--- src/rtl/lbp_pkg.sv ---
`timescale 1ns / 1ps
`default_nettype none
// ---------------------------------------------------------------------------
// lbp_pkg: shared types and constants of the LSB-first bit packer
// Field widths, operation codes, controller state and control/status groups.
// ---------------------------------------------------------------------------
package lbp_pkg;

  localparam int CODE_W            = 56;
  localparam int LEN_W             = 6;
  localparam int BYTE_W            = 8;
  localparam int MAX_CODE_BITS_DEF = 56;

  typedef enum logic {
    OP_WRITE = 1'b0,
    OP_FLUSH = 1'b1
  } op_t;

  typedef enum logic {
    ST_IDLE,
    ST_EMIT
  } state_t;

  // controller to datapath
  typedef struct packed {
    logic load;   // take the accepted item into the accumulator
    logic shift;  // drop the byte just transferred
  } lbp_cmd_t;

  // datapath to controller
  typedef struct packed {
    logic has_byte;   // a complete byte is held
    logic last_byte;  // the held byte is the final one of this item
  } lbp_status_t;

endpackage
`default_nettype wire

--- src/rtl/lbp_in_if.sv ---
`timescale 1ns / 1ps
`default_nettype none
// ---------------------------------------------------------------------------
// lbp_in_if: input channel of the bit packer
// Valid/ready handshake carrying operation, code and code length.
// ---------------------------------------------------------------------------
interface lbp_in_if;
  logic                       valid;
  logic                       ready;
  logic                       operation;
  logic [lbp_pkg::CODE_W-1:0] code;
  logic [lbp_pkg::LEN_W-1:0]  code_length;

  modport source (output valid, output operation, output code, output code_length,
                  input ready);
  modport sink (input valid, input operation, input code, input code_length,
                output ready);
endinterface
`default_nettype wire

--- src/rtl/lbp_out_if.sv ---
`timescale 1ns / 1ps
`default_nettype none
// ---------------------------------------------------------------------------
// lbp_out_if: output channel of the bit packer
// Valid/ready handshake carrying one byte and its last flag.
// ---------------------------------------------------------------------------
interface lbp_out_if;
  logic                       valid;
  logic                       ready;
  logic [lbp_pkg::BYTE_W-1:0] out_byte;
  logic                       last;

  modport source (output valid, output out_byte, output last, input ready);
  modport sink (input valid, input out_byte, input last, output ready);
endinterface
`default_nettype wire

--- src/rtl/lbp_datapath.sv ---
`timescale 1ns / 1ps
`default_nettype none
// ---------------------------------------------------------------------------
// lbp_datapath: accumulator and bit count of the bit packer
// Merges masked codes above the held bits and shifts out one byte per step.
// ---------------------------------------------------------------------------
module lbp_datapath #(
  parameter int MAX_CODE_BITS = lbp_pkg::MAX_CODE_BITS_DEF
) (
  input  wire logic                       clk,
  input  wire logic                       rst,
  input  wire lbp_pkg::lbp_cmd_t          cmd,
  output lbp_pkg::lbp_status_t            status,
  input  wire logic                       operation,
  input  wire logic [lbp_pkg::CODE_W-1:0] code,
  input  wire logic [lbp_pkg::LEN_W-1:0]  code_length,
  output logic [lbp_pkg::BYTE_W-1:0]      out_byte
);
  import lbp_pkg::*;

  localparam int ACC_W = MAX_CODE_BITS + BYTE_W - 1;
  localparam int CNT_W = $clog2(ACC_W + 1);

  logic [ACC_W-1:0]         acc;
  logic [ACC_W-1:0]         acc_next;
  logic [CNT_W-1:0]         cnt;
  logic [CNT_W-1:0]         cnt_next;
  logic [LEN_W-1:0]         len_sat;
  logic [MAX_CODE_BITS-1:0] code_m;
  logic [ACC_W-1:0]         code_sh;

  // saturate the length, then keep only the code bits below it
  always_comb begin
    if (code_length > LEN_W'(MAX_CODE_BITS)) begin
      len_sat = LEN_W'(MAX_CODE_BITS);
    end else begin
      len_sat = code_length;
    end
    for (int i = 0; i < MAX_CODE_BITS; i++) begin
      code_m[i] = code[i] & (LEN_W'(i) < len_sat);
    end
    code_sh = ACC_W'(code_m) << cnt[2:0];
  end

  always_comb begin
    acc_next = acc;
    cnt_next = cnt;
    if (cmd.load) begin
      if (op_t'(operation) == OP_FLUSH) begin
        // a held partial byte leaves as one zero-padded byte
        if (cnt != '0) begin
          cnt_next = CNT_W'(BYTE_W);
        end else begin
          acc_next = '0;
        end
      end else begin
        acc_next = acc | code_sh;
        cnt_next = CNT_W'(cnt[2:0]) + CNT_W'(len_sat);
      end
    end else if (cmd.shift) begin
      acc_next = acc >> BYTE_W;
      cnt_next = cnt - CNT_W'(BYTE_W);
    end
  end

  always_ff @(posedge clk) begin
    if (rst) begin
      acc <= '0;
      cnt <= '0;
    end else begin
      acc <= acc_next;
      cnt <= cnt_next;
    end
  end

  assign out_byte         = acc[BYTE_W-1:0];
  assign status.has_byte  = (cnt >= CNT_W'(BYTE_W));
  assign status.last_byte = (cnt < CNT_W'(2 * BYTE_W));

endmodule
`default_nettype wire

--- src/rtl/lbp_controller.sv ---
`timescale 1ns / 1ps
`default_nettype none
// ---------------------------------------------------------------------------
// lbp_controller: sequencing state machine of the bit packer
// Takes one item, then drains its bytes one transfer at a time.
// ---------------------------------------------------------------------------
module lbp_controller (
  input  wire logic                 clk,
  input  wire logic                 rst,
  input  wire logic                 in_valid,
  output logic                      in_ready,
  output logic                      out_valid,
  input  wire logic                 out_ready,
  input  wire lbp_pkg::lbp_status_t status,
  output lbp_pkg::lbp_cmd_t         cmd
);
  import lbp_pkg::*;

  state_t state;
  state_t state_next;

  always_ff @(posedge clk) begin
    if (rst) begin
      state <= ST_IDLE;
    end else begin
      state <= state_next;
    end
  end

  always_comb begin
    state_next = state;
    unique case (state)
      ST_IDLE: begin
        if (in_valid) begin
          state_next = ST_EMIT;
        end
      end
      ST_EMIT: begin
        if (!status.has_byte) begin
          state_next = ST_IDLE;
        end else if (out_ready && status.last_byte) begin
          state_next = ST_IDLE;
        end
      end
      default: state_next = ST_IDLE;
    endcase
  end

  always_comb begin
    in_ready  = 1'b0;
    out_valid = 1'b0;
    cmd.load  = 1'b0;
    cmd.shift = 1'b0;
    unique case (state)
      ST_IDLE: begin
        in_ready = 1'b1;
        cmd.load = in_valid;
      end
      ST_EMIT: begin
        out_valid = status.has_byte;
        cmd.shift = status.has_byte & out_ready;
      end
      default: ;
    endcase
  end

endmodule
`default_nettype wire

--- src/rtl/lsb_first_bit_packer_core.sv ---
`timescale 1ns / 1ps
`default_nettype none
// ---------------------------------------------------------------------------
// lsb_first_bit_packer_core: variable-length code packer, LSB first
// Appends codes of up to MAX_CODE_BITS bits and emits completed bytes.
// ---------------------------------------------------------------------------
// The first byte of a write or flush is offered the cycle after accept.
// A new item is taken only after the previous one has drained, and the output is
//   paced by the byte shifter that drops one byte per transfer.
// A write emits at most 7 bytes, a flush at most 1; the final byte carries last.
// Reset (rst, synchronous): accumulator and bit count clear, controller idles.
module lsb_first_bit_packer_core #(
  parameter int MAX_CODE_BITS = lbp_pkg::MAX_CODE_BITS_DEF
) (
  input wire logic clk,
  input wire logic rst,
  lbp_in_if.sink   in_ch,
  lbp_out_if.source out_ch
);
  import lbp_pkg::*;

  lbp_cmd_t    cmd;
  lbp_status_t status;

  // Controller: accept in idle, then hold in emit until the last transfer.
  lbp_controller u_ctrl (
    .clk       (clk),
    .rst       (rst),
    .in_valid  (in_ch.valid),
    .in_ready  (in_ch.ready),
    .out_valid (out_ch.valid),
    .out_ready (out_ch.ready),
    .status    (status),
    .cmd       (cmd)
  );

  // Datapath: the accumulator low byte is the registered output byte.
  lbp_datapath #(
    .MAX_CODE_BITS (MAX_CODE_BITS)
  ) u_dp (
    .clk         (clk),
    .rst         (rst),
    .cmd         (cmd),
    .status      (status),
    .operation   (in_ch.operation),
    .code        (in_ch.code),
    .code_length (in_ch.code_length),
    .out_byte    (out_ch.out_byte)
  );

  assign out_ch.last = status.last_byte;

  // No input is taken while a byte is still offered.
  a_no_overlap: assert property (@(posedge clk) disable iff (rst)
    out_ch.valid |-> !in_ch.ready)
    else $error("input ready while output byte pending");

  // A transfer marked last ends the item's output.
  a_last_ends: assert property (@(posedge clk) disable iff (rst)
    (out_ch.valid && out_ch.ready && out_ch.last) |=> !out_ch.valid)
    else $error("byte offered after last transfer");

  // An accepted item is worked before another is taken.
  a_one_item: assert property (@(posedge clk) disable iff (rst)
    (in_ch.valid && in_ch.ready) |=> !in_ch.ready)
    else $error("second item taken in back-to-back cycle");

endmodule
`default_nettype wire

--- src/flat_wrapper.sv ---
// flat-port wrapper written by rule: the top's interface ports become plain ports
module lsb_first_bit_packer_core_flat import lbp_pkg::*;
#(
  parameter int MAX_CODE_BITS = lbp_pkg::MAX_CODE_BITS_DEF
)
  (clk, rst, in_ch_valid, in_ch_operation, in_ch_code, in_ch_code_length, in_ch_ready, out_ch_valid, out_ch_out_byte, out_ch_last, out_ch_ready);
  lbp_in_if in_ch_i ();
  lbp_out_if out_ch_i ();
  input wire logic clk;
  input wire logic rst;
  input wire logic [$bits(in_ch_i.valid)-1:0] in_ch_valid;
  input wire logic [$bits(in_ch_i.operation)-1:0] in_ch_operation;
  input wire logic [$bits(in_ch_i.code)-1:0] in_ch_code;
  input wire logic [$bits(in_ch_i.code_length)-1:0] in_ch_code_length;
  output wire logic [$bits(in_ch_i.ready)-1:0] in_ch_ready;
  output wire logic [$bits(out_ch_i.valid)-1:0] out_ch_valid;
  output wire logic [$bits(out_ch_i.out_byte)-1:0] out_ch_out_byte;
  output wire logic [$bits(out_ch_i.last)-1:0] out_ch_last;
  input wire logic [$bits(out_ch_i.ready)-1:0] out_ch_ready;
  assign in_ch_i.valid = in_ch_valid;
  assign in_ch_i.operation = in_ch_operation;
  assign in_ch_i.code = in_ch_code;
  assign in_ch_i.code_length = in_ch_code_length;
  assign in_ch_ready = in_ch_i.ready;
  assign out_ch_valid = out_ch_i.valid;
  assign out_ch_out_byte = out_ch_i.out_byte;
  assign out_ch_last = out_ch_i.last;
  assign out_ch_i.ready = out_ch_ready;
  lsb_first_bit_packer_core #(.MAX_CODE_BITS(MAX_CODE_BITS)) u_core (.clk(clk), .rst(rst), .in_ch(in_ch_i), .out_ch(out_ch_i));
endmodule
--- config.mk ---
export PLATFORM = sky130hd
export DESIGN_NAME = lsb_first_bit_packer_core_flat
export DESIGN_NICKNAME = d
export VERILOG_FILES = /design/src/rtl/lbp_pkg.sv /design/src/rtl/lbp_in_if.sv /design/src/rtl/lbp_out_if.sv /design/src/rtl/lbp_datapath.sv /design/src/rtl/lbp_controller.sv /design/src/rtl/lsb_first_bit_packer_core.sv /design/src/flat_wrapper.sv
export SDC_FILE = /design/constraint.sdc
export NUM_CORES = 1
export LEC_CHECK = 0
export BUFFER_PORTS_ARGS = -buffer_cell sky130_fd_sc_hd__buf_2
export CELL_PAD_IN_SITES_DETAIL_PLACEMENT = 1
export CELL_PAD_IN_SITES_GLOBAL_PLACEMENT = 1
export CORE_MARGIN = 2
export CORE_UTILIZATION = 45
export CTS_CLUSTER_DIAMETER = 120
export CTS_CLUSTER_SIZE = 24
export DETAILED_ROUTE_END_ITERATION = 6
export PLACE_DENSITY = 0.86
export SLEW_MARGIN = 20
export SYNTH_ARGS = -nofsm -noshare
export SYNTH_HDL_FRONTEND = slang
export SYNTH_SLANG_ARGS = --single-unit
--- constraint.sdc ---
create_clock -name clk -period 4.53 [get_ports clk]
set_input_delay 0.453 -clock clk [delete_from_list [all_inputs] [get_ports clk]]
set_output_delay 0.453 -clock clk [all_outputs]
set_load 0.02 [all_outputs]
Word level (Yosys, flattened, before mapping)

Cells that the tools add are included.

Bits in registers: 70
Latch bits: 0
RAM bits: 0
ROM bits: 0
Output and inout bits: 11
Memories kept: 0

Add/sub/neg operators: 2
Multiply operators: 0
Div/mod/pow operators: 0
$lt $le $gt $ge: 59
Equal/unequal tests: 2
Shifts and indexed selects: 1
Multiplexer cells: 17
Bitwise logic cells: 59
Reductions and logical operators: 5

Operators with widths:

| operator            | count |
|---|---|
| $mux 63             | 4 |
| $lt 6x6->1 const A  | 24 |
| $lt 5x6->1 const A  | 16 |
| $or 63x63->63       | 1 |
| $shl 56x3->63       | 1 |
| $and 1x1->1         | 57 |
| $lt 4x6->1 const A  | 8 |
| $mux 6              | 5 |
| $lt 3x6->1 const A  | 4 |
| $lt 1x6->1 const A  | 2 |
| $lt 2x6->1 const A  | 2 |
| $mux 1              | 7 |
| $add 3x6->6         | 1 |
| $ge 6x4->1 const B  | 1 |
| $gt 6x6->1 const B  | 1 |
| $lt 6x5->1 const B  | 1 |
| $ne 3x3->1 const B  | 2 |
| $reduce_bool 6->1   | 1 |
| $sub 6x4->6 const B | 1 |
| $reduce_and 2->1    | 2 |
| $pmux 1 s2          | 1 |
| $reduce_bool 2->1   | 1 |
| $logic_and 1x1->1   | 1 |
| $not 1->1           | 1 |

Longest topological paths before layout

Depth after elaboration: 8
Depth in mapped cells: 14
Depth with buffers taken out: 11

Cells and area by module

Synthesis repeated with hierarchy kept, for this count alone.

Cell total of the unflattened synthesis: 945
Area total of the unflattened synthesis: 6,672.6 sq um

Modules (own cells, without submodules):

| module         | times used | cells each | area an instance (sq um) | seq. area each (sq um) |
|---|---|---|---|---|
| lbp_datapath   | 1          | 937        | 6,608.8                  | 1,381.3 |
| lbp_controller | 1          | 8          | 63.8                     | 20.0 |

Least setup slack after synthesis

Ideal clock, no wire load.

Kind: input-to-reg
Start: in in_ch_code_length[5]
End: reg u_core.u_dp.cnt[4]
Library setup time: 128 ps
Data arrival time: 2,647 ps
Data required time: 4,402 ps
Setup slack: 1,756 ps
Stages: 14
Path buffers: 3
Path through: buf_2 -> clkbuf_1 -> clkbuf_1 -> nand3_1 -> and2_1 -> ha_1 -> inv_1 -> fa_1 -> inv_1 -> maj3_1 -> a21oi_1 -> o32ai_1 -> a21oi_1 -> nor2_1

Word-level cells in the longest chain between the ends: 5

RTL lines:

| what                 | line               | source |
|---|---|---|
| from (decl)          | flat_wrapper.sv:14 | `input wire logic [$bits(in_ch_i.code_length)-1:0] in_ch_code_length;` |
| $gt 6x6->1           | lbp_datapath.sv:34 | `if (code_length > LEN_W'(MAX_CODE_BITS)) begin` |
| $mux 6               | lbp_datapath.sv:34 |  |
| $add 3x6->6          | lbp_datapath.sv:58 | `cnt_next = CNT_W'(cnt[2:0]) + CNT_W'(len_sat);` |
| $mux 6               | lbp_datapath.sv:49 | `if (op_t'(operation) == OP_FLUSH) begin` |
| $mux 6               | lbp_datapath.sv:48 | `if (cmd.load) begin` |
| to (signal assigned) | lbp_datapath.sv:72 | `cnt <= cnt_next;` |
| to (decl)            | lbp_datapath.sv:26 | `logic [CNT_W-1:0] cnt;` |

No other way between the ends.
A chain may end at the register's enable or synchronous reset.

Worst setup path in the final report

Start: reg u_core.u_dp.cnt[1]
End: reg u_core.u_dp.acc[34]

Word-level cells in the longest chain between the ends: 5
Elaborated cells on any way between the ends: 11
Classes of those cells: 1 x order compare; 1 x eq/ne; 1 x shift; 3 x mux; 2 x bitwise; 3 x reduce/logical

RTL lines:

| what                               | line                 | source |
|---|---|---|
| $ge 6x4->1                         | lbp_datapath.sv:77   | `assign status.has_byte = (cnt >= CNT_W'(BYTE_W));` |
| $and 1x1->1                        | lbp_controller.sv:61 | `cmd.shift = status.has_byte & out_ready;` |
| $mux 1                             | lbp_controller.sv:54 | `unique case (state)` |
| $reduce_bool 2->1 (no source line) | --                   |  |
| $reduce_and 2->1 (no source line)  | --                   |  |
| to (signal assigned)               | lbp_datapath.sv:71   | `acc <= acc_next;` |
| to (decl)                          | lbp_datapath.sv:24   | `logic [ACC_W-1:0] acc;` |

Parallel ways exist; a longest one is shown, timed or not.

==> reports/qor.yml <==
status:
  status: "complete, no violations"
floorplanning:
  fp-row-count: 43
  dieArea_mm2: 0.01547
  die_w_um: 124.4
  start_util_pct: 46.44
  die_y_um: 124.4
  num_io_pins: 78
  core_mm2: 0.01404
clock_network:
  tritoncts: "done"
  clock_path_buffers: 2
  post_cts_buffers: 0
  path_clk_slew_ps: 60
  cts_buffers: 9
  postCtsHoldBufs: 0
  cts_sinks: 70
  cts_root_buf: "clkbuf_16"
  clock_latency_ps: 340
  post_cts_resized: 0
  htree_levels: 3
timing:
  finalSetupViolations: 0
  finalCriticalPeriod_ps: 3101
  setup_tns_ps: 0
  worst_pin_slew_ps: 974.1
  hold_violations: 0
  fin_skew_ps: 8.994
  clock.fmax_mhz: 322.5
  rsz0062_at_grt: "no"
  drv_slew: 0
  relSlewSlack_pct: 35.06
  period_share_pct: 68.45
placed_design:
  io_buffer_count: 77
  dp.final_hpwl_um: 19870
  place_congestion: 1.019
setup_path:
  cp_common_cell: "nand2_1"
  critPathLaunchType: "register"
  r2r_slack_ps: 1430
  critPathArrivalTime_ps: 3380
  slowest_delay_ps: 870
  required_ps: 4810
  slowest_stage: "dfxtp_2"
  path_max_fanout: 42
  cp_cell_sequence: "nor2_1, nand2_1, o22a_1, buf_4, nand2_1, a31oi_1, o21a_1"
  end_kind: "register"
  crit_type: "reg -> reg"
worst_hold_path:
  hold_class: "reg -> reg"
global_routing:
  overflow: 0
  grt_max_degree: 75
  grtUsageTotal_pct: 35.07
  grt_pass1_vias: 7626
  antenna_found_initial: 0
  grt_pass1_wl_um: 43610
yosys:
  yosys_warnings: 0
  synthArstFlopShare_pct: 0
  synth_top_flop_cell: "dfxtp_1"
  syn-cell-area_mm2: 0.006521
  ys_types: 84
  synthCells: 908
  syn_nets: 980
  seq_area_frac_synth_pct: 21.49
  synth-seq-cells: 70
  avgSynthCellArea_um2: 7.182
  synth-edff-count: 0
cells_and_area:
  drive_gt1_share_pct: 16.14
  n_antenna_cell: 0
  syn_to_final_growth_pct: 9.785
  nets: 990
  final_util_pct: 50.98
drt:
  num_vias: 7841
  wl_per_cell_um: 25.24
  drc: 0
  viasPerCell: 7.109
  drtPass1Iterations: 5
  ant_nets: 0
  wl_um: 27840
  drtIter0Drc: 877
pwr:
  vdd_drop_max_v: 0.0002325
  power.density_mw_per_mm2: 311.1
  p_leak_nw: 2.543
run:
  max_cap_viol_count: 0
stage by stage:
| step | hold slack (ps) | std cells | instance area, µm² | power, mW | setup slack, ps |
|---|---|---|---|---|---|
| after floorplan | 425.4 | 908 | 6521 | 1.181 | 1756 |
| after global placement | 433.8 | 1087 | 6825 | 1.398 | 1583 |
| after detailed placement | 441.0 | 1087 | 6825 | 1.413 | 1428 |
| after CTS | 455.0 | 1103 | 7159 | 2.202 | 1518 |
| after global routing | 479.4 | 1103 | 7159 | 2.317 | 1278 |
| final | 451.3 | 1103 | 7159 | 2.227 | 1429 |
report_power, final:
part           switching [mW]  internal, mW  total, mW
combinational           0.482         0.238      0.721
clock                   0.281         0.515      0.796
sequential             0.0552         0.655      0.710
cell usage after synthesis, drive strengths merged (17+ instances only):
library cell	count	area, µm²
a211oi	27	202.7
a21oi	85	425.4
a221oi	25	219.0
and3	21	131.4
buf	43	236.5
clkbuf	50	188.9
dfxtp	70	1401
mux2i	25	250.2
nand2	99	371.6
nand3	33	165.2
nor2	70	265.3
o211ai	17	127.6
o21ai	60	304.0
critical path: cells and delay by family, from the launching register on:
family / cells / cell delay, ps
AO/OA/AOI/OAI: 3 / 1170
buffers and inverters: 1 / 280
flip-flops: 1 / 870
AND/OR/NAND/NOR: 3 / 680
registers in the layout, indices dropped and copies added (netlist names):
register / count
u_core.u_ctrl.state: 1
u_core.u_dp.acc: 63
u_core.u_dp.cnt: 6
kinds of logic (layout without fill, tap and decap cells):
family                   count (synthesis)  after routing  share of synthesized area, %
AO/OA/AOI/OAI                          372            372                         39.60
AND/OR/NAND/NOR                        305            305                         23.18
buffers and inverters                  112            127                         7.617
flip-flops                              70             70                         21.49
multiplexers                            41             41                         6.600
adder cells (fa/ha/maj)                  7              7                         1.381
XOR/XNOR                                 1              1                        0.1343
final timing paths:
kind | endpoint | startpoint | cells after the start
hold reg to reg | u_core.u_dp.acc[2] | u_core.u_dp.acc[2] | 2
setup / recovery | u_core.u_dp.acc[34] | u_core.u_dp.cnt[1] | 7
setup reg to reg | u_core.u_dp.acc[34] | u_core.u_dp.cnt[1] | 7
hold / removal | u_core.u_dp.acc[2] | u_core.u_dp.acc[2] | 2
layout by cell type (no fill, tap or decap), types with 13 or more instances in the layout:
cell	Yosys	routed
mux2_2	16	16
mux2i_1	25	25
o21ai_0	56	56
a221oi_1	25	25
nand3_1	33	33
nand2_1	99	99
a22oi_1	15	15
and3_1	21	21
nor2_1	69	69
dfxtp_1	70	67
a31oi_1	15	15
buf_2	27	77
a311oi_1	13	13
a21oi_1	85	85
inv_1	16	16
buf_4	9	15
a211oi_1	27	27
o211ai_1	17	17
cell type report:
cell class	instances	area [µm²]
clock inverter	4	77.57
timing repair buffer	92	498.0
tap	180	225.2
sequential	70	1405
clock buffer	12	256.5
fill	1833	6883
multi-input combinational	726	4626
inverter	19	71.32
metal layers:
metal / vias to the layer above / track usage, % / share of wire [%]
met2: 454 / 53.58 / 45
met5: - / 0 / 0
met1: 3796 / 45.90 / 39
li1: 3511 / - / -
met3: 80 / 8.247 / 11
met4: 0 / 18.31 / 5.6
Note: power is estimated with default switching activity, not from simulation.
